File: config.mk
export PLATFORM = sky130hd
export DESIGN_NAME = life_grid_generation_step_flat
export DESIGN_NICKNAME = d
export VERILOG_FILES = /design/src/hw/rtl/lgs_pkg.sv /design/src/hw/rtl/lgs_req_if.sv /design/src/hw/rtl/lgs_rsp_if.sv /design/src/hw/rtl/lgs_csr_if.sv /design/src/hw/rtl/life_grid_generation_step.sv /design/src/hw/rtl/lgs_geometry.sv /design/src/hw/rtl/lgs_line_buf.sv /design/src/hw/rtl/lgs_window.sv /design/src/flat_wrapper.sv
export SDC_FILE = /design/constraint.sdc
export NUM_CORES = 2
export LEC_CHECK = 0
export BUFFER_PORTS_ARGS = -buffer_cell sky130_fd_sc_hd__buf_2
export CAP_MARGIN = 0
export CORE_MARGIN = 2
export CORE_UTILIZATION = 56
export DETAILED_ROUTE_END_ITERATION = 7
export PLACE_DENSITY = 0.8
export SLEW_MARGIN = 20
export SYNTH_ARGS = -nofsm -noshare
export SYNTH_HDL_FRONTEND = slang
export SYNTH_SLANG_ARGS = --single-unit
File: constraint.sdc
create_clock -name clock -period 23 [get_ports clock]
set_clock_uncertainty 0.15 [all_clocks]
set_input_delay 4.6 -clock clock [delete_from_list [all_inputs] [get_ports clock]]
set_output_delay 4.6 -clock clock [all_outputs]
set_load 0.05 [all_outputs]
File: src/hw/rtl/lgs_pkg.sv
// Shared constants, codes and types for the life grid generation step block.
// No dependencies; all files of the block but lgs_req_if refer to this package.
`timescale 1ns / 1ps

package lgs_pkg;

   localparam int ROW_W             = 12;
   localparam int GRID_W_W          = 11;
   localparam int GRID_H_W          = 12;
   localparam int CSR_DATA_W        = 12;
   localparam int CSR_IDX_W         = 2;
   localparam int WINDOW_BITS       = 9;
   localparam int DEFAULT_MAX_WIDTH = 1024;
   localparam int RESET_GRID_SIZE   = 64;
   localparam int MIN_GRID_SIZE     = 3;
   localparam int FIRST_EMIT_POS    = 2;
   localparam int NEIGHBORS_KEEP    = 2;
   localparam int NEIGHBORS_BIRTH   = 3;

   typedef enum logic [CSR_IDX_W-1:0] {
      REG_GRID_WIDTH  = 2'd0,
      REG_GRID_HEIGHT = 2'd1
   } csr_index_type;

   typedef struct packed {
      logic             restart;
      logic [ROW_W-1:0] last_row;
   } geom_ctrl_type;

endpackage

File: src/hw/rtl/lgs_req_if.sv
// Input channel of the life grid generation step block: one cell per word.
// Depends on nothing.
`timescale 1ns / 1ps

interface lgs_req_if;
   logic valid;
   logic ready;
   logic cell_alive;

   modport source (output valid, output cell_alive, input ready);
   modport sink (input valid, input cell_alive, output ready);
endinterface

File: src/hw/rtl/lgs_rsp_if.sv
// Result channel of the life grid generation step block.
// Depends on lgs_pkg for the row index width.
`timescale 1ns / 1ps

interface lgs_rsp_if #(
   parameter int COL_W = $clog2(lgs_pkg::DEFAULT_MAX_WIDTH)
);
   logic                     valid;
   logic                     ready;
   logic [lgs_pkg::ROW_W-1:0] out_row;
   logic [COL_W-1:0]         out_col;
   logic                     next_alive;
   logic                     last_of_grid;

   modport source (output valid, output out_row, output out_col, output next_alive,
                   output last_of_grid, input ready);
   modport sink (input valid, input out_row, input out_col, input next_alive,
                 input last_of_grid, output ready);
endinterface

File: src/hw/rtl/lgs_csr_if.sv
// Configuration write channel of the life grid generation step block.
// Depends on lgs_pkg for the index and data widths.
`timescale 1ns / 1ps

interface lgs_csr_if;
   logic                           valid;
   logic                           ready;
   logic [lgs_pkg::CSR_IDX_W-1:0]  index;
   logic [lgs_pkg::CSR_DATA_W-1:0] wdata;

   modport source (output valid, output index, output wdata, input ready);
   modport sink (input valid, input index, input wdata, output ready);
endinterface

File: src/hw/rtl/life_grid_generation_step.sv
// Life grid generation step: B3/S23 over a raster cell stream.
// Depends on lgs_pkg, the channel interfaces, lgs_geometry, lgs_line_buf
// and lgs_window.
//
// Cells of one generation enter on req, one word per cell in row-major
// order, border included. For every cell at row r >= 2 and column c >= 2 one
// word leaves on rsp with the next state of interior cell (r-1, c-1);
// last_of_grid marks the final interior cell. Other inputs give no word.
// The csr channel sets grid_width (index 0) and grid_height (index 1);
// either write restarts the generation at row 0, column 0. It is always
// ready and must only be used while the block is idle.
// A cell passes from req through the working stage and the output register.
// One cell is accepted every cycle while rsp does not stall; the line buffer
// is read as a cell is accepted and written back as it leaves the working
// stage, so both ports of the memory stay busy. When rsp stalls, one word
// waits in the output register and one more in the working stage, after
// which req ready drops. Reset restores a 64 by 64 grid, its width capped at
// MAX_WIDTH, and the start position; the line buffer needs no clearing since
// every value that reaches a result was written earlier in the same pass.
`timescale 1ns / 1ps

module life_grid_generation_step #(
   parameter int MAX_WIDTH = lgs_pkg::DEFAULT_MAX_WIDTH,
   parameter int COL_W     = $clog2(MAX_WIDTH)
) (
   input  logic     clock,
   input  logic     reset,
   lgs_req_if.sink  req,
   lgs_rsp_if.source rsp,
   lgs_csr_if.sink  csr
);
   import lgs_pkg::*;

   geom_ctrl_type    geom;
   logic [COL_W-1:0] last_col;

   logic             accept, s1_adv;
   logic [ROW_W-1:0] row_ff, row_in;
   logic [COL_W-1:0] col_ff, col_in;

   logic             s1_valid_ff, s1_valid_in;
   logic             s1_cell_ff;
   logic             s1_emit_ff;
   logic             s1_last_ff;
   logic [ROW_W-1:0] s1_row_ff;
   logic [COL_W-1:0] s1_col_ff;
   logic [1:0]       above;
   logic             next_alive;

   logic             rsp_valid_ff, rsp_valid_in;
   logic [ROW_W-1:0] rsp_row_ff;
   logic [COL_W-1:0] rsp_col_ff;
   logic             rsp_alive_ff;
   logic             rsp_last_ff;

   lgs_geometry #(.MAX_WIDTH(MAX_WIDTH), .COL_W(COL_W)) u_geometry (
      .clock    (clock),
      .reset    (reset),
      .csr      (csr),
      .last_col (last_col),
      .geom     (geom)
   );

   lgs_line_buf #(.MAX_WIDTH(MAX_WIDTH), .COL_W(COL_W)) u_line_buf (
      .clock   (clock),
      .rd_en   (accept),
      .rd_addr (col_ff),
      .rd_data (above),
      .wr_en   (s1_adv),
      .wr_addr (s1_col_ff),
      .wr_data ({above[0], s1_cell_ff})
   );

   lgs_window u_window (
      .clock       (clock),
      .reset       (reset),
      .shift_en    (s1_adv),
      .cell_cur    (s1_cell_ff),
      .cell_one_up (above[0]),
      .cell_two_up (above[1]),
      .next_alive  (next_alive)
   );

   assign s1_adv    = s1_valid_ff && (!rsp_valid_ff || rsp.ready);
   assign req.ready = !s1_valid_ff || s1_adv;
   assign accept    = req.valid && req.ready;

   always_comb begin
      row_in = row_ff;
      col_in = col_ff;
      if (geom.restart) begin
         row_in = '0;
         col_in = '0;
      end else if (accept) begin
         if (col_ff == last_col) begin
            col_in = '0;
            row_in = (row_ff == geom.last_row) ? '0 : row_ff + ROW_W'(1);
         end else begin
            col_in = col_ff + COL_W'(1);
         end
      end
      s1_valid_in = accept || (s1_valid_ff && !s1_adv);
      if (s1_adv) begin
         rsp_valid_in = s1_emit_ff;
      end else if (rsp.ready) begin
         rsp_valid_in = 1'b0;
      end else begin
         rsp_valid_in = rsp_valid_ff;
      end
   end

   always_ff @(posedge clock) begin
      if (reset) begin
         row_ff       <= '0;
         col_ff       <= '0;
         s1_valid_ff  <= 1'b0;
         rsp_valid_ff <= 1'b0;
      end else begin
         row_ff       <= row_in;
         col_ff       <= col_in;
         s1_valid_ff  <= s1_valid_in;
         rsp_valid_ff <= rsp_valid_in;
      end
   end

   always_ff @(posedge clock) begin
      if (accept) begin
         s1_cell_ff <= req.cell_alive;
         s1_row_ff  <= row_ff;
         s1_col_ff  <= col_ff;
         s1_emit_ff <= (row_ff >= ROW_W'(FIRST_EMIT_POS)) &&
                       (col_ff >= COL_W'(FIRST_EMIT_POS));
         s1_last_ff <= (row_ff == geom.last_row) && (col_ff == last_col);
      end
      if (s1_adv) begin
         rsp_row_ff   <= s1_row_ff - ROW_W'(1);
         rsp_col_ff   <= s1_col_ff - COL_W'(1);
         rsp_alive_ff <= next_alive;
         rsp_last_ff  <= s1_last_ff;
      end
   end

   assign rsp.valid        = rsp_valid_ff;
   assign rsp.out_row      = rsp_row_ff;
   assign rsp.out_col      = rsp_col_ff;
   assign rsp.next_alive   = rsp_alive_ff;
   assign rsp.last_of_grid = rsp_last_ff;

   a_ready_only_on_full: assert property (@(posedge clock) disable iff (reset)
      !req.ready |-> (s1_valid_ff && rsp_valid_ff && !rsp.ready))
      else $error("req ready dropped while the pipeline had room");

   a_col_in_range: assert property (@(posedge clock) disable iff (reset)
      col_ff <= last_col)
      else $error("column counter ran past the last column");

   a_row_in_range: assert property (@(posedge clock) disable iff (reset)
      row_ff <= geom.last_row)
      else $error("row counter ran past the last row");

   a_interior_only: assert property (@(posedge clock) disable iff (reset)
      rsp_valid_ff |-> (rsp_row_ff != '0) && (rsp_col_ff != '0))
      else $error("a border cell was produced");

   a_last_position: assert property (@(posedge clock) disable iff (reset)
      (rsp_valid_ff && rsp_last_ff) |->
         (rsp_row_ff == geom.last_row - ROW_W'(1)) &&
         (rsp_col_ff == last_col - COL_W'(1)))
      else $error("last_of_grid set away from the final interior cell");

endmodule

File: src/hw/rtl/lgs_geometry.sv
// Geometry registers: saturates grid width and height on write and keeps the
// last column and last row indexes. Depends on lgs_pkg and lgs_csr_if.
`timescale 1ns / 1ps

module lgs_geometry #(
   parameter int MAX_WIDTH = lgs_pkg::DEFAULT_MAX_WIDTH,
   parameter int COL_W     = $clog2(MAX_WIDTH)
) (
   input  logic                  clock,
   input  logic                  reset,
   lgs_csr_if.sink               csr,
   output logic [COL_W-1:0]      last_col,
   output lgs_pkg::geom_ctrl_type geom
);
   import lgs_pkg::*;

   localparam int MAXW_BITS = $clog2(MAX_WIDTH + 1);
   localparam int CMP_W     = (GRID_W_W > MAXW_BITS) ? GRID_W_W : MAXW_BITS;
   localparam int RESET_W   = (RESET_GRID_SIZE < MAX_WIDTH) ? RESET_GRID_SIZE : MAX_WIDTH;

   logic [COL_W-1:0]    last_col_ff, last_col_in;
   logic [ROW_W-1:0]    last_row_ff, last_row_in;
   logic                wr_width, wr_height;
   logic [CMP_W-1:0]    width_ext, width_sat;
   logic [GRID_H_W-1:0] height_raw, height_sat;

   assign csr.ready = 1'b1;
   assign wr_width  = csr.valid && (csr.index == REG_GRID_WIDTH);
   assign wr_height = csr.valid && (csr.index == REG_GRID_HEIGHT);

   always_comb begin
      width_ext  = CMP_W'(csr.wdata[GRID_W_W-1:0]);
      height_raw = csr.wdata[GRID_H_W-1:0];
      if (width_ext < CMP_W'(MIN_GRID_SIZE)) begin
         width_sat = CMP_W'(MIN_GRID_SIZE);
      end else if (width_ext > CMP_W'(MAX_WIDTH)) begin
         width_sat = CMP_W'(MAX_WIDTH);
      end else begin
         width_sat = width_ext;
      end
      if (height_raw < GRID_H_W'(MIN_GRID_SIZE)) begin
         height_sat = GRID_H_W'(MIN_GRID_SIZE);
      end else begin
         height_sat = height_raw;
      end
      last_col_in = wr_width ? COL_W'(width_sat - CMP_W'(1)) : last_col_ff;
      last_row_in = wr_height ? ROW_W'(height_sat - GRID_H_W'(1)) : last_row_ff;
   end

   always_ff @(posedge clock) begin
      if (reset) begin
         last_col_ff <= COL_W'(RESET_W - 1);
         last_row_ff <= ROW_W'(RESET_GRID_SIZE - 1);
      end else begin
         last_col_ff <= last_col_in;
         last_row_ff <= last_row_in;
      end
   end

   assign last_col      = last_col_ff;
   assign geom.last_row = last_row_ff;
   assign geom.restart  = wr_width || wr_height;

endmodule

File: src/hw/rtl/lgs_line_buf.sv
// Line buffer memory holding, per column, the cells one and two rows above.
// Synchronous read, one write port. Depends on lgs_pkg.
`timescale 1ns / 1ps

module lgs_line_buf #(
   parameter int MAX_WIDTH = lgs_pkg::DEFAULT_MAX_WIDTH,
   parameter int COL_W     = $clog2(MAX_WIDTH)
) (
   input  logic             clock,
   input  logic             rd_en,
   input  logic [COL_W-1:0] rd_addr,
   output logic [1:0]       rd_data,
   input  logic             wr_en,
   input  logic [COL_W-1:0] wr_addr,
   input  logic [1:0]       wr_data
);
   import lgs_pkg::*;

   // Bit 1 is the cell two rows above, bit 0 the cell one row above.
   logic [1:0] mem [MAX_WIDTH];
   logic [1:0] rd_data_ff;

   always_ff @(posedge clock) begin
      if (rd_en) begin
         rd_data_ff <= mem[rd_addr];
      end
   end

   always_ff @(posedge clock) begin
      if (wr_en) begin
         mem[wr_addr] <= wr_data;
      end
   end

   assign rd_data = rd_data_ff;

endmodule

File: src/hw/rtl/lgs_window.sv
// Sliding 3x3 window and the B3/S23 rule applied to the updated window.
// Depends on lgs_pkg.
`timescale 1ns / 1ps

module lgs_window (
   input  logic clock,
   input  logic reset,
   input  logic shift_en,
   input  logic cell_cur,
   input  logic cell_one_up,
   input  logic cell_two_up,
   output logic next_alive
);
   import lgs_pkg::*;

   logic [WINDOW_BITS-1:0] window_ff, window_in;
   logic [3:0]             total;
   logic                   center;

   always_comb begin
      total = 4'd0;
      window_in = {cell_cur, window_ff[8:7], cell_one_up, window_ff[5:4],
                   cell_two_up, window_ff[2:1]};
      for (int i = 0; i < WINDOW_BITS; i++) begin
         total = total + 4'(window_in[i]);
      end
      center = window_in[4];
      // The total includes the center, so survival with two neighbors
      // shows up as a total of three with the center live.
      next_alive = (total == 4'(NEIGHBORS_BIRTH)) ||
                   (center && (total == 4'(NEIGHBORS_KEEP + 1))) ||
                   (center && (total == 4'(NEIGHBORS_BIRTH + 1)));
   end

   always_ff @(posedge clock) begin
      if (reset) begin
         window_ff <= '0;
      end else if (shift_en) begin
         window_ff <= window_in;
      end
   end

endmodule
File: src/flat_wrapper.sv
// flat-port wrapper written by rule: the top's interface ports become plain ports
module life_grid_generation_step_flat import lgs_pkg::*;
#(
   parameter int MAX_WIDTH = lgs_pkg::DEFAULT_MAX_WIDTH,
   parameter int COL_W     = $clog2(MAX_WIDTH)
)
  (clock, reset, req_valid, req_cell_alive, req_ready, rsp_valid, rsp_out_row, rsp_out_col, rsp_next_alive, rsp_last_of_grid, rsp_ready, csr_valid, csr_index, csr_wdata, csr_ready);
  lgs_req_if req_i ();
  lgs_rsp_if #(.COL_W(COL_W)) rsp_i ();
  lgs_csr_if csr_i ();
  input  logic clock;
  input  logic reset;
  input wire logic [$bits(req_i.valid)-1:0] req_valid;
  input wire logic [$bits(req_i.cell_alive)-1:0] req_cell_alive;
  output wire logic [$bits(req_i.ready)-1:0] req_ready;
  output wire logic [$bits(rsp_i.valid)-1:0] rsp_valid;
  output wire logic [$bits(rsp_i.out_row)-1:0] rsp_out_row;
  output wire logic [$bits(rsp_i.out_col)-1:0] rsp_out_col;
  output wire logic [$bits(rsp_i.next_alive)-1:0] rsp_next_alive;
  output wire logic [$bits(rsp_i.last_of_grid)-1:0] rsp_last_of_grid;
  input wire logic [$bits(rsp_i.ready)-1:0] rsp_ready;
  input wire logic [$bits(csr_i.valid)-1:0] csr_valid;
  input wire logic [$bits(csr_i.index)-1:0] csr_index;
  input wire logic [$bits(csr_i.wdata)-1:0] csr_wdata;
  output wire logic [$bits(csr_i.ready)-1:0] csr_ready;
  assign req_i.valid = req_valid;
  assign req_i.cell_alive = req_cell_alive;
  assign req_ready = req_i.ready;
  assign rsp_valid = rsp_i.valid;
  assign rsp_out_row = rsp_i.out_row;
  assign rsp_out_col = rsp_i.out_col;
  assign rsp_next_alive = rsp_i.next_alive;
  assign rsp_last_of_grid = rsp_i.last_of_grid;
  assign rsp_i.ready = rsp_ready;
  assign csr_i.valid = csr_valid;
  assign csr_i.index = csr_index;
  assign csr_i.wdata = csr_wdata;
  assign csr_ready = csr_i.ready;
  life_grid_generation_step #(.MAX_WIDTH(MAX_WIDTH), .COL_W(COL_W)) u_core (.clock(clock), .reset(reset), .req(req_i), .rsp(rsp_i), .csr(csr_i));
endmodule
==> metrics <==
vias after detailed routing=49.7k; leakage power of the design=28.9 nW; Post-synth top cells=sky130_fd_sc_hd__edfxtp_1 (2,099), sky130_fd_sc_hd__nor2_1 (1,109), sky130_fd_sc_hd__mux4_2 (483), sky130_fd_sc_hd__clkbuf_1 (259), sky130_fd_sc_hd__nand2_1 (152); Clk Latency, worst-skew pair=840 ps; via count of the first global-routing pass=49.3k; number of CTS-inserted buffers=202; Finished Cell Area=0.0966 mm^2; setup repair after global routing missed its margin=false; cell with the largest stage delay on the worst path=sky130_fd_sc_hd__buf_2; delay contributed by the slowest stage of the critical path=250 ps; initial core utilization=0.564; result of the run=finished with violations; count of buffers added by post-CTS timing repair for setup=0; post-layout total power=0.00802 W; number of buffer cells added on primary ports=45; gpl congestion=0.866; nets in the synthesized netlist=5,184; summed instance area of the synthesized netlist=0.0883 mm^2; proportion of layout cells with a drive suffix above 1=0.195; PostCTS Resize Cnt=0; crit path capture type=output port; clock tree from TritonCTS=yes; number of enable flip-flop cells after synthesis=2,099; total wire length=227,000 um; Hold WC Path Type=reg2reg; CTS Hold Bufs=0; critical path's most frequent cell=sky130_fd_sc_hd__buf_2; GR Util All Layers=0.280; Die X=401 um; CTS sink cnt=2,151; fraction of registers with async set or reset after synthesis=0; violations in the final reports=DRC; Core Region=0.156 mm^2; number of hold-slack violations in the final timing report=0; number of filler cells placed in the layout=10.3k; setup slack after layout=13,090 ps; area enclosed by the die boundary=0.161 mm^2; time the final worst path needs with I/O delays and setup=9910 ps; arrival time at the worst endpoint=5160 ps; flip-flop and latch count after synthesis=2,151; IO Pins=47; tightest slew margin relative to the limit=0.185; number of search-and-repair iterations in the first detailed-routing pass=8; average footprint of a synthesized cell=17.2 um^2; per-cell via count in the routed design=6.79; clock tree root driver cell=sky130_fd_sc_hd__clkbuf_16; first-pass GRT wire length=328,000 um; largest cells by area after synthesis=sky130_fd_sc_hd__edfxtp_1 (71%), sky130_fd_sc_hd__mux4_2 (12%), sky130_fd_sc_hd__nor2_1 (4.7%), sky130_fd_sc_hd__dfxtp_1 (1.2%), sky130_fd_sc_hd__clkbuf_1 (1.1%); # rows=145; post-placement setup slack=13,100 ps; most frequent cell after synthesis=sky130_fd_sc_hd__edfxtp_1; count of antenna-violating nets left after detailed routing=0; post-synth top area share=0.714; maximum fanout encountered on the critical timing path=3; total power density per cell area=83.1 mW/mm^2; final routed wire length divided by cell count=31.0 um; max frequency=101 MHz; Bufs on Longest Clock Path=3; total negative slack for setup checks=0 ps; library cell with the largest summed area after synthesis=sky130_fd_sc_hd__edfxtp_1; initial drt markers=9,022; pin count of the biggest net entering global routing=281; Cell Chain, Critical Path=buf_2 > nand3b_1 > buf_2; final global-route overflow total=0; worst setup path class=in2out; Worst VDD drop=0.0676 mV; setup-violating endpoint count in the final report=0; Worst Tran Pin Value=1210 ps; number of H-tree branching levels=4; area grow syn2layout=9.38%; DIE HEIGHT=401 um; post-route clock period utilization=0.431; max-slew violations=0; HPWL after DPL=124,000 um; critical path launch point type=input port; CP Data Required Time=18,250 ps; antenna violations before repair=4; # DRC=6; max capacitance violation total=0; share of the yosys chip area belonging to registers=0.726; CTS clk-pin slew, worst paths=60 ps; DP Area=0.0900 mm^2; Cells after Synth=5,145; Synth Warn #=0; number of distinct library cells after synthesis=81; NumNets Final=5,129; prevailing post-synth register cell=sky130_fd_sc_hd__edfxtp_1; post-layout utilization of the core=0.617
where the power goes:
group	internal, W	switching [W]	total [W]
Clock	0.00186	0.00145	0.00331
Sequential	0.00432	0.0000115	0.00433
Combinational	0.000144	0.000239	0.000383
path summary, 6_finish.rpt:
path	start	to	slack [ps]	cells after the start
min reg2reg	u_core.u_window.window_ff[4]$_SDFFE_PP0P_	u_core.u_window.window_ff[4]$_SDFFE_PP0P_	310	2
max reg2reg	u_core.col_ff[0]$_SDFFE_PP0P_	u_core.u_line_buf.rd_data[0]$_DFFE_PP_	16530	11
min	u_core.u_window.window_ff[4]$_SDFFE_PP0P_	u_core.u_window.window_ff[4]$_SDFFE_PP0P_	310	2
max	rsp_ready	req_ready	13090	3
cell usage in the layout, fill, tap and decap left out, drive strengths merged, types with 10 or more instances in the layout:
cell,instances
a211o,12
a211oi,13
a21oi,54
a221oi,29
a22o,24
a22oi,47
a32oi,13
and3,18
buf,156
bufinv,19
clkbuf,248
clkinv,90
dfxtp,52
edfxtp,2099
ha,14
inv,41
mux2,22
mux2i,84
mux4,489
nand2,153
nand2b,10
nand3,68
nand3b,11
nand4,12
nor2,1110
nor2b,14
nor3,29
nor4,20
o21ai,38
o221ai,14
o22a,10
o22ai,68
xnor2,32
xor2,37
critical path: cells and delay by family:
family,cells,cell delay (ps)
AND/OR/NAND/NOR,1,210
buffers and inverters,2,350
registers in the layout, summed over array words and instances (netlist names):
register and cells:
u_core.col_ff 10, u_core.u_geometry.last_col 10, u_core.s1_last_ff 1, u_core.rsp.valid 1, u_core.rsp.last_of_grid 1, u_core.u_line_buf.rd_data 2
u_core.s1_emit_ff 1, u_core.u_line_buf.mem 2048, u_core.u_geometry.last_row_ff 12, u_core.u_window.window_ff 6, u_core.rsp.out_row 12, u_core.s1_cell_ff 1
u_core.s1_row_ff 12, u_core.s1_valid_ff 1, u_core.row_ff 12, u_core.s1_col_ff 10, u_core.rsp.out_col 10, u_core.rsp.next_alive 1
cell families (layout without fill, tap and decap cells):
logic type,Yosys count,in the layout,share of synthesized area
and+or+nand+nor,1489,1489,0.0694
buffers and inverters,448,560,0.0271
AOI/OAI and AO/OA,373,373,0.0302
adders and majority gates,19,19,0.00312
DFF,2151,2151,0.726
other,1,3,0.0000425
xor gates and xnor gates,69,69,0.00685
muxes,595,595,0.137
stage by stage:
step | hold WS, ps | std cells
floorplan | 250 | 5145
global placement | 290 | 6942
detailed placement | 301 | 6942
CTS | 309 | 7313
global route | 329 | 7315
finish | 307 | 7317
area by class of cell:
class	instances	area [um^2]	area share
Clock inverter	123	1190	0.0123
Tap cell	2058	2570	0.0267
Timing Repair Buffer	156	1200	0.0125
Clock buffer	248	5310	0.0550
Inverter	33	126	0.00131
Sequential cell	2151	64100	0.664
Antenna cell	2	5.00	0.0000518
Multi-Input combinational cell	2546	22100	0.228
per-layer routing:
metal,GRT usage,routed length [um],vias to the layer above
li1,-,-,19900
met1,0.374,77400,25200
met2,0.434,106000,3975
met3,0.0762,31700,669
met4,0.127,11400,4
met5,0,27,-
Power figures use the tool's default switching activity.
